File: src/hw/rtl/dspm_pkg.sv
// shared constants and types for the dot-star pattern matcher
package dspm_pkg;

    localparam int MAX_PATTERN_DEF = 32;

    localparam int CMD_W = 2;
    localparam int SYM_W = 8;

    localparam logic [CMD_W-1:0] CMD_PATTERN = 2'd0;
    localparam logic [CMD_W-1:0] CMD_TEXT    = 2'd1;
    localparam logic [CMD_W-1:0] CMD_END     = 2'd2;

    localparam logic [SYM_W-1:0] SYM_ANY  = 8'h2E;
    localparam logic [SYM_W-1:0] SYM_STAR = 8'h2A;

    typedef struct packed {
        logic             valid;
        logic [CMD_W-1:0] cmd;
        logic [SYM_W-1:0] symbol;
    } step_t;

    typedef struct packed {
        logic matched;
        logic pattern_error;
    } verdict_t;

endpackage

File: src/hw/rtl/dspm_core.sv
// pattern store and live-position vector, both held in registers
module dspm_core #(
    parameter int MAX_PATTERN = dspm_pkg::MAX_PATTERN_DEF
) (
    input  logic              clk,
    input  logic              rst_n,
    input  dspm_pkg::step_t   step,
    output dspm_pkg::verdict_t verdict
);

    localparam int CW = $clog2(MAX_PATTERN + 1);
    localparam int IW = (MAX_PATTERN > 1) ? $clog2(MAX_PATTERN) : 1;
    localparam int PW = MAX_PATTERN + 1;

    logic [dspm_pkg::SYM_W-1:0] bytes_reg [MAX_PATTERN];
    logic [MAX_PATTERN-1:0]     star_reg,  star_next;
    logic [CW-1:0]              count_reg, count_next;
    logic [PW-1:0]              live_reg,  live_next;
    logic                       text_reg,  text_next;
    logic                       err_reg,   err_next;

    logic [PW-1:0]          star_ext;
    logic [PW-1:0]          seed;
    logic [PW-1:0]          sum;
    logic [PW-1:0]          carries;
    logic [PW-1:0]          closed;
    logic [MAX_PATTERN-1:0] adv;
    logic [PW-1:0]          step_live;
    logic [IW-1:0]          last_idx;
    logic [IW-1:0]          wr_idx;
    logic                   wr_byte;

    // zero-repeat closure: carries run through each block of starred elements
    // top bit of both operands is zero, so the sum never overflows
    assign star_ext = {1'b0, star_reg};
    assign seed     = live_reg & star_ext;
    assign sum      = seed + star_ext;
    assign carries  = sum ^ seed ^ star_ext;
    assign closed   = live_reg | carries;

    // per-element match against the incoming text byte
    for (genvar k = 0; k < MAX_PATTERN; k++) begin : g_elem
        localparam logic [CW-1:0] POS = CW'(k);
        assign adv[k] = closed[k] && (POS < count_reg) &&
                        ((bytes_reg[k] == dspm_pkg::SYM_ANY) ||
                         (bytes_reg[k] == step.symbol));
    end

    assign step_live = {1'b0, adv & star_reg} | {adv & ~star_reg, 1'b0};

    assign last_idx = IW'(count_reg - CW'(1));
    assign wr_idx   = IW'(count_reg);

    assign verdict.matched       = !err_reg && closed[count_reg];
    assign verdict.pattern_error = err_reg;

    always_comb
    begin
        star_next  = star_reg;
        count_next = count_reg;
        live_next  = live_reg;
        text_next  = text_reg;
        err_next   = err_reg;
        wr_byte    = 1'b0;
        if (step.valid) begin
            case (step.cmd)
                dspm_pkg::CMD_PATTERN:
                begin
                    if (!text_reg && !err_reg) begin
                        if (step.symbol == dspm_pkg::SYM_STAR) begin
                            if (count_reg == '0 || star_reg[last_idx]) begin
                                err_next = 1'b1;
                            end else begin
                                star_next[last_idx] = 1'b1;
                            end
                        end else if (count_reg >= CW'(MAX_PATTERN)) begin
                            err_next = 1'b1;
                        end else begin
                            wr_byte           = 1'b1;
                            star_next[wr_idx] = 1'b0;
                            count_next        = count_reg + CW'(1);
                        end
                    end
                end
                dspm_pkg::CMD_TEXT:
                begin
                    text_next = 1'b1;
                    live_next = step_live;
                end
                dspm_pkg::CMD_END:
                begin
                    star_next  = '0;
                    count_next = '0;
                    live_next  = PW'(1);
                    text_next  = 1'b0;
                    err_next   = 1'b0;
                end
                default:
                begin
                    wr_byte = 1'b0;
                end
            endcase
        end
    end

    always_ff @(posedge clk or negedge rst_n)
    begin
        if (!rst_n) begin
            star_reg  <= '0;
            count_reg <= '0;
            live_reg  <= PW'(1);
            text_reg  <= 1'b0;
            err_reg   <= 1'b0;
        end else begin
            star_reg  <= star_next;
            count_reg <= count_next;
            live_reg  <= live_next;
            text_reg  <= text_next;
            err_reg   <= err_next;
        end
    end

    // element bytes, only entries below the count are ever looked at
    always_ff @(posedge clk)
    begin
        if (wr_byte) begin
            bytes_reg[wr_idx] <= step.symbol;
        end
    end

endmodule

File: src/hw/rtl/dot_star_pattern_matcher.sv
// top level of the dot-star pattern matcher: handshake, input and result registers
//
//  channel | direction | handshake            | payload
//  --------+-----------+----------------------+------------------------------
//  in      | input     | in_valid / in_stall  | cmd[1:0], symbol[7:0]
//  out     | output    | out_valid / out_stall| matched, pattern_error
//
// one beat per cycle while in_stall is low; each beat is held in the input
// register and from there is folded into the live-position vector
// an end beat's verdict passes the input and result registers before the outputs
// rst_n clears the pattern, the live vector (position zero only) and both valids
// in_stall rises only when an end beat waits in the input register while a
// previous verdict is still held by out_stall
module dot_star_pattern_matcher #(
    parameter int MAX_PATTERN = dspm_pkg::MAX_PATTERN_DEF
) (
    input  logic                       clk,
    input  logic                       rst_n,
    input  logic                       in_valid,
    output logic                       in_stall,
    input  logic [dspm_pkg::CMD_W-1:0] cmd,
    input  logic [dspm_pkg::SYM_W-1:0] symbol,
    output logic                       out_valid,
    input  logic                       out_stall,
    output logic                       matched,
    output logic                       pattern_error
);

    // input register
    logic                       stage_valid_reg, stage_valid_next;
    logic [dspm_pkg::CMD_W-1:0] stage_cmd_reg;
    logic [dspm_pkg::SYM_W-1:0] stage_sym_reg;

    // result register
    logic out_valid_reg, out_valid_next;
    logic matched_reg;
    logic error_reg;

    logic               hold;
    logic               fire;
    logic               fire_end;
    dspm_pkg::step_t    step;
    dspm_pkg::verdict_t verdict;

    // an end beat cannot leave the input register while the last verdict is held
    assign hold = stage_valid_reg && (stage_cmd_reg == dspm_pkg::CMD_END) &&
                  out_valid_reg && out_stall;
    assign fire     = stage_valid_reg && !hold;
    assign fire_end = fire && (stage_cmd_reg == dspm_pkg::CMD_END);

    assign in_stall         = hold;
    assign stage_valid_next = hold ? stage_valid_reg : in_valid;
    assign out_valid_next   = fire_end || (out_valid_reg && out_stall);

    assign step.valid  = fire;
    assign step.cmd    = stage_cmd_reg;
    assign step.symbol = stage_sym_reg;

    dspm_core #(
        .MAX_PATTERN (MAX_PATTERN)
    ) u_core (
        .clk     (clk),
        .rst_n   (rst_n),
        .step    (step),
        .verdict (verdict)
    );

    always_ff @(posedge clk or negedge rst_n)
    begin
        if (!rst_n) begin
            stage_valid_reg <= 1'b0;
            out_valid_reg   <= 1'b0;
        end else begin
            stage_valid_reg <= stage_valid_next;
            out_valid_reg   <= out_valid_next;
        end
    end

    // payload registers, no reset needed
    always_ff @(posedge clk)
    begin
        if (!hold) begin
            stage_cmd_reg <= cmd;
            stage_sym_reg <= symbol;
        end
        if (fire_end) begin
            matched_reg <= verdict.matched;
            error_reg   <= verdict.pattern_error;
        end
    end

    assign out_valid     = out_valid_reg;
    assign matched       = matched_reg;
    assign pattern_error = error_reg;

    // a new verdict appears only after an end beat left the input register
    a_verdict_source: assert property (@(posedge clk) disable iff (!rst_n)
        $rose(out_valid_reg) |-> $past(fire_end))
        else $error("verdict without an end beat");

    // the input side is stalled only behind a held verdict
    a_stall_cause: assert property (@(posedge clk) disable iff (!rst_n)
        in_stall |-> (out_valid_reg && out_stall))
        else $error("input stalled with no held verdict");

    // a malformed pattern never reports a match
    a_error_no_match: assert property (@(posedge clk) disable iff (!rst_n)
        out_valid_reg |-> !(matched_reg && error_reg))
        else $error("match reported with pattern error");

endmodule
File: config.mk
export PLATFORM = sky130hd
export DESIGN_NAME = dot_star_pattern_matcher
export DESIGN_NICKNAME = d
export VERILOG_FILES = /design/src/hw/rtl/dspm_pkg.sv /design/src/hw/rtl/dspm_core.sv /design/src/hw/rtl/dot_star_pattern_matcher.sv
export SDC_FILE = /design/constraint.sdc
export NUM_CORES = 1
export LEC_CHECK = 0
export BUFFER_PORTS_ARGS = -buffer_cell sky130_fd_sc_hd__buf_2
export CAP_MARGIN = 20
export CORE_MARGIN = 2
export CORE_UTILIZATION = 55
export CTS_CLUSTER_SIZE = 28
export DETAILED_ROUTE_END_ITERATION = 6
export GPL_TIMING_DRIVEN = 1
export HOLD_SLACK_MARGIN = 0.15
export PLACE_DENSITY_LB_ADDON = 0.2
export SLEW_MARGIN = 20
export SYNTH_ARGS = -nofsm -noshare
export SYNTH_HDL_FRONTEND = slang
export SYNTH_SLANG_ARGS = --single-unit
File: constraint.sdc
create_clock -name clk -period 3.8 [get_ports clk]
set_clock_uncertainty 0.2 [all_clocks]
set_input_delay 0.19 -clock clk [delete_from_list [all_inputs] [get_ports clk]]
set_output_delay 0.19 -clock clk [all_outputs]
set_load 0.01 [all_outputs]
==> key figures, run 1 <==
GRT
  • Overall Global Routing Usage: about 29%
  • First-pass GRT wire length: 74.9 mm
  • Vias in the first global route: ~13000
  • Largest net degree at the start of global routing: 76
  • GRT overflow: 0
  • Initial antenna violation count: 2

Yosys
  • Cells after Synth: roughly 1700
  • Sequential cell area fraction in the yosys report: a little over half
  • Count of cell types in the netlist: between 70 and 80
  • Number of enable flip-flop cells after synthesis: around 270
  • Top-area cell type share of the netlist area: ~44%
  • Syn Area/Cell: 10.9 um^2
  • Main area contributors after synthesis: edfxtp_1 44%, dfrtp_1 10%, xor2_1 7.8%
  • Post-synth ARST share: about 22%
  • Primary FF master, synth: edfxtp_1
  • Yosys warns: 0
  • Synth Register Bits: around 340
  • Post-Syn Area: roughly 18000 um^2
  • Yosys top cell by area: edfxtp_1
  • Synth Net Count: around 1700

Timing
  • Setup TNS: 0 ns
  • RSZ-0062 raised after global routing: no
  • Max Slew Vio Count: 0
  • Least-Margin Pin Slew: around 1.2 ns
  • Final WS setup: ~0.20 ns
  • Max_slew headroom: just over 20%
  • Fin. Hold Viols: 0
  • Crit path time final: around 3.6 ns
  • Period utilisation layout: between 90% and 100%
  • # setup viols final: 0
  • FMAX: ~280 MHz

Route
  • Routed WL per cell: 22.3 um
  • Via count: between 10000 and 15000
  • Drt first pass iters: 6
  • Number of routed nets with antenna violations: 0
  • Number of DRC markers in iteration 0: 1624
  • Residual DRC count: 0
  • Post-DR vias/cell: around 6.3
  • Total Wirelength: 48.2 mm

Clocking
  • Post-CTS setup buffer count: 0
  • Root Buffer: clkbuf_16
  • CTS Buf Count: 36
  • TritonCTS Sinks: 343
  • H-tree Lvls: 2
  • CTS tree: built
  • Clock Latency Late Sink: 0.53 ns
  • Clk buf depth: 3
  • Clock transition at path regs: 0.07 ns

Setup path
  • Crit path max fanout: 42
  • Startpoint Class: flip-flop
  • Critical path's largest stage delay: roughly 0.48 ns
  • Critical-path top delay cell: mux4_2
  • Worst Path Arrival: roughly 3.9 ns
  • CP bufs+invs: 2
  • Most common cell on crit path: mux4_2
  • Crit-path cells: inv_1 > ha_2 > mux4_2 > mux4_2 > a211oi_1 > nor2_1 > a221o_1 > buf_4 > or3_1 > a21oi_1
  • Critical path class: flip-flop to flip-flop
  • CP delay by family, top: multiplexers
  • Data required time of the worst path: between 4 and 5 ns
  • CP endpoint kind: flip-flop

Hold path
  • HP Class: input port to asynchronous set/reset pin

Placement
  • GPL Wtd Cong: 0.976
  • Worst slack at placement: ~0.23 ns
  • IO buf count: 17
  • HPWL reported at the end of detailed placement: between 30 and 40 mm

Die
  • Die height: about 190 um
  • Die X: between 150 and 200 um
  • Row count: 66
  • Core area: approximately 33000 um^2
  • Initial Utilization: 55.9%
  • I/O pin total: 18
  • Full die area: about 35000 um^2

Run
  • Max-cap check violation count: 0

Cells and area
  • Layout cells sized above 1: a little under a tenth
  • Fill cell count: roughly 2600
  • Final #Nets: approximately 1700
  • Max reg flops: between 200 and 300
  • Area growth, synth to finish: 12.1%

Power
  • Worst VDD drop: ~570 uV
  • Power Density: roughly 470 nW/um^2
  • LEAKAGE: 6.97 nW
  • Total power: around 9.6 mW

Run status
  • Status: finished, final reports clean
==> path summary, 6_finish.rpt <==
check	start	endpoint	slack, ns	cells after the start
min	rst_n	u_core.live_reg[25]	0.10	2
max	u_core.count_reg[1]	u_core.star_reg[16]	0.20	10
min in group clk	symbol[2]	stage_sym_reg[2]	0.18	2
max in group asynchronous	rst_n	u_core.star_reg[9]	2.77	2
min reg2reg	u_core.live_reg[0]	u_core.live_reg[0]	0.31	2
max reg2reg	u_core.count_reg[1]	u_core.star_reg[16]	0.20	10
==> where the power goes <==
part	switching [mW]	leakage, nW	internal, mW
logic	1.09	2.90	0.547
registers	0.128	3.45	4.13
clock network	1.45	0.621	2.28
total	2.67	6.97	6.96
==> through the flow <==
step	hold WS (ns)	utilization, %	instance area (um^2)	cells
2_1_floorplan	-0.306	-	18200	1661
3_3_place_gp	0.168	58.3	19000	2081
3_5_place_dp	0.169	58.3	19000	2081
4_1_cts	0.156	62.6	20400	2160
5_1_grt	0.182	62.6	20400	2160
6_report	0.100	62.7	20400	2161
==> Yosys cell counts (all sizes together), types with 8 or more instances <==
cell type and n:
nand3 13, a22o 8, nand4b 22, nand2 80, nand2b 29, nor4 68
nor4b 13, dfrtp 74, a21o 15, clkbuf 79, a22oi 11, nand4 43
xor2 162, or3 9, nor2 147, o21ai 105, a31oi 12, o31ai 11
xnor2 100, nor2b 19, a211oi 18, inv 39, a21oi 127, nor3 38
buf 17, edfxtp 268, mux4 10
==> cell type report <==
| class | instances | area [um^2] | area share (%) |
|---|---|---|---|
| diodes | 1 | 2.50 | 0.0123 |
| clock buffers | 45 | 997 | 4.89 |
| clock inverters | 21 | 275 | 1.35 |
| inverters | 42 | 158 | 0.773 |
| multi-input cells | 1180 | 7740 | 38.0 |
| flip-flops and latches | 343 | 9930 | 48.7 |
| well taps | 442 | 553 | 2.71 |
| repair buffers | 87 | 737 | 3.62 |
==> per-layer routing <==
layer	vias to the layer above	wire [um]	global-route usage [%]	share of wire, %
li1	6253	-	-	-
met1	6607	20200	40.2	42
met2	688	22000	45.0	46
met3	131	4180	4.97	8.7
met4	2	1700	10.0	3.5
met5	-	13	0	0.027
==> layout by cell type, fill, tap and decap left out, types with 39 or more instances in the layout <==
master / n
nor4_1: 68
buf_4: 50
nand2_1: 80
a21oi_1: 127
o21ai_0: 105
nand4_1: 43
inv_1: 39
nor2_1: 147
dfrtp_1: 74
edfxtp_1: 268
xor2_1: 162
xnor2_1: 100
==> what timing repair did <==
action                                  4_1_cts  5_1_grt
hold buffers                                 13        0
endpoints found under the hold margin        87        0
gates resized for setup                       0        2
endpoints found under the setup margin        0        9
==> logic make-up after synthesis <==
group / Yosys count / synth area share [%]
and+or+nand+nor: 519 / 15.2
AOI/OAI and AO/OA: 382 / 12.9
DFF: 343 / 54.6
xor gates and xnor gates: 262 / 12.6
buffers and inverters: 138 / 2.89
muxes: 10 / 1.24
adders and majority gates: 7 / 0.482
No activity file was read; power rests on OpenSTA's default activity.
==> inputs of run 2 (changes only) <==
--- a/config.mk
+++ b/config.mk
@@ -7,8 +7,10 @@
 export LEC_CHECK = 0
 export BUFFER_PORTS_ARGS = -buffer_cell sky130_fd_sc_hd__buf_2
 export CAP_MARGIN = 20
+export CELL_PAD_IN_SITES_DETAIL_PLACEMENT = 0
+export CELL_PAD_IN_SITES_GLOBAL_PLACEMENT = 2
 export CORE_MARGIN = 2
-export CORE_UTILIZATION = 55
+export CORE_UTILIZATION = 39
 export CTS_CLUSTER_SIZE = 28
 export DETAILED_ROUTE_END_ITERATION = 6
 export GPL_TIMING_DRIVEN = 1
==> run 2 against run 1 <==
Effect of this change: via count decreased by 1.6%; sequential share of layout area is 1.7 points lower; maximum frequency rose by 1.0%; die area up 40%; total power is 4.8% higher; clock power rose by 9.9%; critical path depth grew 4; combinational power rose by 5%; non-clock buffer count up 41; worst hold slack better by 0.21 ns; critical endpoint is now matched.
==> key figures, run 2 (synthesis gave the netlist of run 1 again) <==
Run status
  • Status: finished, final reports clean

Die
  • Core area: 46300 um^2 (+42%)
  • Initial Utilization: 39.3% (-17 points)
  • Full die area: 48400 um^2 (+40%)
  • Die X: 220 um (+18%)
  • Die height: 220 um (+18%)
  • Row count: 79 (+20%)
  • I/O pin total: 18 (unchanged)

Timing
  • Period utilisation layout: 93.8% (-0.96 points)
  • RSZ-0062 raised after global routing: yes
  • Worst hold slack: 0.313 ns (+0.213 ns)
  • Final WS setup: 0.235 ns (+0.0363 ns)
  • Max Slew Vio Count: 0 (unchanged)
  • Max_slew headroom: 46.0% (+26 points)
  • # setup viols final: 0 (unchanged)
  • Crit path time final: 3.57 ns (-0.0363 ns)
  • Fin. Hold Viols: 0 (unchanged)
  • FMAX: 280 MHz (+1.0%)
  • Least-Margin Pin Slew: 0.807 ns (-0.384 ns)

Route
  • Number of routed nets with antenna violations: 0 (unchanged)
  • Post-DR vias/cell: 5.67 (-10%)
  • Residual DRC count: 0 (unchanged)
  • Routed WL per cell: 23.2 um (+4.2%)
  • Number of DRC markers in iteration 0: 1135 (-30%)
  • Via count: 13500 (-1.6%)
  • Total Wirelength: 55.2 mm (+15%)
  • Drt first pass iters: 5 (-1)

Placement
  • Placed inst area: 19400 um^2 (+2.3%)
  • GPL Wtd Cong: 0.895 (-8.3%)
  • IO buf count: 17 (unchanged)
  • HPWL reported at the end of detailed placement: 36.5 mm (+18%)
  • Worst slack at placement: 0.0920 ns (-0.138 ns)

Cells and area
  • Multi-input logic area: 7750 um^2 (+0.24%)
  • Max reg flops: 256 (unchanged)
  • Commonest non-fill, non-tap cell in the layout: edfxtp_1
  • # diodes: 0 (-1)
  • Sequential cell area: 9930 um^2 (unchanged)
  • Final Cell Area: 21100 um^2 (+3.6%)
  • Layout cells sized above 1: 10.8% (+1.8 points)
  • Final #Nets: 1757 (+2.7%)
  • Area growth, synth to finish: 16.1%
  • Most frequent cells in the layout: 268 x edfxtp_1, 162 x xor2_1, 147 x nor2_1, 127 x a21oi_1, 105 x o21ai_0
  • Fill cell count: 4313 (+68%)

Hold path
  • HP Class: flip-flop to flip-flop

Clocking
  • CTS tree: built
  • Clock transition at path regs: 0.06 ns (about the same)
  • TritonCTS Sinks: 343 (unchanged)
  • CTS Buf Count: 41 (+14%)
  • Clock Latency Late Sink: 0.57 ns (+0.04 ns)
  • Root Buffer: clkbuf_16
  • Clk buf depth: 3 (unchanged)
  • H-tree Lvls: 2 (unchanged)

GRT
  • Vias in the first global route: 13600 (+3.6%)
  • Largest net degree at the start of global routing: 65 (-14%)
  • Initial antenna violation count: 0 (-2)
  • GRT overflow: 0 (unchanged)
  • Overall Global Routing Usage: 23.1% (-5.5 points)
  • First-pass GRT wire length: 83.3 mm (+11%)

Run
  • Max-cap check violation count: 0 (unchanged)

Setup path
  • Worst Path Arrival: 3.66 ns (-0.19 ns)
  • Critical path class: flip-flop to flip-flop
  • Critical path's largest stage delay: 0.47 ns (about the same)
  • Startpoint Class: flip-flop
  • CP endpoint kind: flip-flop
  • Data required time of the worst path: 3.90 ns (-0.15 ns)
  • Crit-path cells: inv_1 > nor2_1 > ha_1 > a211o_1 > a221oi_1 > buf_4 > a2111oi_1 > buf_4 > a22o_1 > a211o_1 > a2111oi_1 > nor3_1 > o211ai_1 > a221oi_1
  • Crit path max fanout: 6 (-86%)
  • Critical-path top delay cell: dfrtp_1

Power
  • Power Density: 478 nW/um^2 (+1.1%)
  • Worst VDD drop: 383 uV (-33%)
  • LEAKAGE: 7.26 nW (+4.1%)
## run 2: changes by cell type in the layout (fill, tap and decap cells not counted), sizes merged
cell	delta
clkinvlp	-1
inv	+2
bufinv	+1
clkinv	+4
dlygate4sd3	+12
buf	+29
diode	-1
clkbuf	+3
## run 2: final cells by class
cell class                 count  share of cell area [%]
clock buffer                  48                    5.08
clock inverter                27                    1.61
inverter                      42                   0.747
multi-input combinational   1180                    36.7
sequential                   343                    47.0
tap                          607                    3.60
timing repair buffer         128                    5.23
## run 2: final timing paths
| kind | startpoint | endpoint | slack [ns] | depth (start not counted) |
|---|---|---|---|---|
| worst max-delay path | u_core.star_reg[0] | matched | 0.23 | 14 |
| worst min-delay path | u_core.live_reg[0] | u_core.live_reg[0] | 0.31 | 2 |
| worst max register to register | u_core.star_reg[0] | matched | 0.23 | 14 |
| worst min register to register | u_core.live_reg[0] | u_core.live_reg[0] | 0.31 | 2 |
| max in group asynchronous | rst_n | u_core.star_reg[9] | 2.53 | 4 |
| min in group asynchronous | rst_n | u_core.live_reg[0] | 0.51 | 3 |
## run 2: metrics by stage
step,utilization (%),setup TNS (ns),instances,power (mW)
6_report,45.6,0,2375,10.1
3_3_place_gp,41.9,0,2274,6.02
3_5_place_dp,41.9,0,2274,6.01
2_1_floorplan,-,0,1661,5.31
4_1_cts,45.6,0,2375,10.1
5_1_grt,45.6,-0.00888,2375,10.5
## run 2: metal layers
metal / wire length, um / vias to the layer above / GRT usage, %
li1: - / 6334 / -
met1: 25600 / 6669 / 32.3
met2: 24800 / 373 / 36.2
met3: 3110 / 84 / 4.09
met4: 1670 / 0 / 8.17
met5: 0 / - / 0
## run 2: what timing repair did
action / in CTS / in global routing
buffers inserted: 0 / 0
gates resized for setup: 0 / 4
hold endpoints to repair: 78 / 0
setup endpoints to repair: 0 / 4
hold buffers: 26 / 0
## run 2: report_power, final
group          internal, mW  leakage, nW  switching [mW]  total (mW)
Clock                  2.51        0.696            1.58        4.10
Combinational         0.568         3.11            1.16        1.73
Sequential             4.14         3.45           0.131        4.27
Total                  7.22         7.26            2.88        10.1
## run 2: critical path: cells and delay by family (launching register included)
family | cells | cell delay [ns]
AOI/OAI and AO/OA | 8 | 1.83
adders and majority gates | 1 | 0.17
buffers and inverters | 3 | 0.45
DFF | 1 | 0.47
and+or+nand+nor | 2 | 0.17
==> inputs of run 3 (changes only) <==
--- a/config.mk
+++ b/config.mk
@@ -10,7 +10,8 @@
 export CELL_PAD_IN_SITES_DETAIL_PLACEMENT = 0
 export CELL_PAD_IN_SITES_GLOBAL_PLACEMENT = 2
 export CORE_MARGIN = 2
-export CORE_UTILIZATION = 39
+export CORE_UTILIZATION = 41
+export CTS_BUF_LIST = sky130_fd_sc_hd__clkbuf_2 sky130_fd_sc_hd__clkbuf_4 sky130_fd_sc_hd__clkbuf_8
 export CTS_CLUSTER_SIZE = 28
 export DETAILED_ROUTE_END_ITERATION = 6
 export GPL_TIMING_DRIVEN = 1
==> run 3 against run 2 <==
Effect of this change: register-to-register slack got worse by 0.09 ns; global-route usage grew 0.80 points; largest cell class unchanged; clock power down 13%; clock-buffer cell count is 26 higher; sequential cell count unchanged; first-iteration DRC count decreased by 17%; final cell count up 0.72%; setup slack lost 0.090 ns.
==> key figures, run 3 (synthesis gave the netlist of run 1 again) <==
Run status
  • Status: finished, final reports clean

Power
  • Power Density: 458 nW/um^2 (-4.2%)
  • Sw Pwr: 2.91 mW (+1.2%)
  • Switch share: 30.4% (+1.9 points)
  • Worst VDD drop: 294 uV (-23%)
  • Clock power frac: 37.2% (-3.4 points)
  • LEAKAGE: 7.21 nW (-0.74%)
  • Cell-internal power: 6.65 mW (-7.8%)
  • Gate power share: 18.3% (+1.1 points)
  • Total power: 9.57 mW (-5.2%)
  • Sequential power share: 44.5% (+2.2 points)

Timing
  • Fin. Hold Viols: 0 (unchanged)
  • Least-Margin Pin Slew: 1.13 ns (+0.320 ns)
  • Max Slew Vio Count: 0 (unchanged)
  • Period utilisation layout: 96.2% (+2.4 points)
  • Crit path time final: 3.66 ns (+0.0900 ns)
  • RSZ-0062 raised after global routing: no
  • FMAX: 274 MHz (-2.5%)
  • Max_slew headroom: 24.6% (-21 points)
  • Setup TNS: 0 ns (unchanged)
  • # setup viols final: 0 (unchanged)

GRT
  • Vias in the first global route: 13500 (-0.72%)
  • Overall Global Routing Usage: 23.9% (+0.80 points)
  • GRT overflow: 0 (unchanged)
  • Initial antenna violation count: 0 (unchanged)
  • Most used routing layer: met2
  • Met1 GRT Util: 33.5% (+1.2 points)
  • First-pass GRT wire length: 83.9 mm (+0.65%)
  • Met3 usage: 4.11% (+0.028 points)
  • GR met2 Demand/Resource: 38.4% (+2.3 points)
  • Largest net degree at the start of global routing: 65 (unchanged)

Clocking
  • Clock Latency Late Sink: 0.72 ns (+0.15 ns)
  • Clk buf depth: 3 (unchanged)
  • TritonCTS Sinks: 343 (unchanged)
  • CTS Buf Count: 61 (+49%)
  • Root Buffer: clkbuf_8
  • H-tree Lvls: 2 (unchanged)
  • CTS tree: built
  • Clock transition at path regs: 0.06 ns (about the same)

Cells and area
  • Max reg flops: 256 (unchanged)
  • Sequential cell area: 9930 um^2 (unchanged)
  • Area growth, synth to finish: 14.9%
  • Commonest non-fill, non-tap cell in the layout: edfxtp_1
  • # diodes: 0 (unchanged)
  • Fill cell count: 4060 (-5.9%)
  • Final #Nets: 1776 (+1.1%)
  • Layout cells sized above 1: 12.3% (+1.5 points)
  • Multi-input logic area: 7740 um^2 (-0.18%)
  • Most frequent cells in the layout: 268 x edfxtp_1, 162 x xor2_1, 147 x nor2_1, 127 x a21oi_1, 105 x o21ai_0

Setup path
  • Levels on crit path: 12 (-2)
  • Cell depth of the worst flop-to-flop path: 12 (-2)
  • R2R Setup Slk: 0.14 ns (-0.09 ns)
  • Critical-path top delay cell: ha_2
  • Worst setup path endpoint: u_core.star_reg[4]
  • Crit-path cells: inv_1 > ha_2 > mux4_2 > mux4_2 > a211oi_1 > nor2_1 > a221o_1 > buf_4 > nor2_1 > buf_4 > a31oi_1 > nor2_1
  • CP bufs+invs: 3 (unchanged)
  • Worst R2R End: u_core.star_reg[4]
  • Startpoint Class: flip-flop
  • Critical path's largest stage delay: 0.49 ns (+0.02 ns)
  • Data required time of the worst path: 4.21 ns (+0.31 ns)
  • Most common cell on crit path: nor2_1
  • CP endpoint kind: flip-flop
  • Reg2reg start: u_core.count_reg[0]
  • Crit path from: u_core.count_reg[0]
  • Critical path class: flip-flop to flip-flop
  • Worst Path Arrival: 4.06 ns (+0.40 ns)
  • CP delay by family, top: multiplexers
  • Crit path max fanout: 42 (+36)

Die
  • Full die area: 46100 um^2 (-4.8%)
  • Initial Utilization: 41.3% (+2.0 points)
  • Core area: 44000 um^2 (-4.8%)
  • Row count: 77 (-2.5%)
  • I/O pin total: 18 (unchanged)
  • Die X: 215 um (-2.4%)
  • Die height: 215 um (-2.4%)

Run
  • Max-cap check violation count: 0 (unchanged)

Route
  • Drt first pass iters: 7 (+2)
  • Residual DRC count: 0 (unchanged)
  • Routed WL per cell: 22.9 um (-1.3%)
  • Via count: 13600 (+1.0%)
  • Total Wirelength: 54.9 mm (-0.57%)
  • Number of routed nets with antenna violations: 0 (unchanged)
  • Number of DRC markers in iteration 0: 942 (-17%)
  • Post-DR vias/cell: 5.68 (+0.28%)

Placement
  • IO buf count: 17 (unchanged)
  • GPL Wtd Cong: 0.862 (-3.6%)
  • HPWL reported at the end of detailed placement: 36.2 mm (-0.94%)

Hold path
  • HP Class: flip-flop to flip-flop
==> run 3: through the flow <==
| step | hold slack (ns) | cell area [um^2] | std cells | util, % | setup slack (ns) |
|---|---|---|---|---|---|
| 2_1_floorplan | -0.306 | 18200 | 1661 | - | 0.0722 |
| 3_3_place_gp | 0.136 | 19300 | 2256 | 43.9 | 0.257 |
| 3_5_place_dp | 0.142 | 19300 | 2256 | 43.9 | 0.0973 |
| 4_1_cts | 0.311 | 20900 | 2392 | 47.4 | 0.0822 |
| 5_1_grt | 0.339 | 20900 | 2392 | 47.5 | 0.0268 |
| 6_report | 0.315 | 20900 | 2392 | 47.5 | 0.145 |
==> run 3: worst min path at each step <==
stage,startpoint,end,slack (ns),cells after the start
floorplan,rst_n,out_valid,-0.31,0
global placement,rst_n,u_core.live_reg[8],0.14,1
detailed placement,rst_n,u_core.live_reg[8],0.14,1
CTS,u_core.text_reg,u_core.text_reg,0.31,2
global route,u_core.text_reg,u_core.text_reg,0.34,2
finish,u_core.live_reg[0],u_core.live_reg[0],0.31,2
==> run 3: power by group through the flow <==
stage                     sequential [mW]  combinational [mW]  clock [mW]
after floorplan                      4.29                1.01           0
after detailed placement             4.33                1.69           0
after global placement               4.33                1.71           0
after global routing                 4.26                1.86        3.81
final                                4.26                1.75        3.56
after CTS                            4.25                1.73        3.65
==> run 3: cell type report <==
class                   instances  share of cell area, %
multi-input cells            1180                   37.0
well taps                     592                   3.54
flip-flops and latches        343                   47.5
inverters                      42                  0.754
repair buffers                127                   5.15
clock buffers                  74                   4.54
clock inverters                34                   1.46
==> run 3: layer usage <==
layer / vias up / share of wire [%]
met5: - / 0
met4: 0 / 2.3
met3: 84 / 4.8
met2: 353 / 46
met1: 6812 / 47
li1: 6345 / -
==> run 3: timing repair <==
action | in CTS | in global routing
endpoints found under the hold margin | 110 | 0
resized for setup | 0 | 2
setup buffers | 0 | 0
endpoints found under the setup margin | 0 | 20
hold buffers | 28 | 0
==> run 3: tightest hold or removal path, cell delays in order (launching register included) <==
cell     delay [ns]
dfstp_2        0.38
inv_1          0.07
a21oi_1        0.06
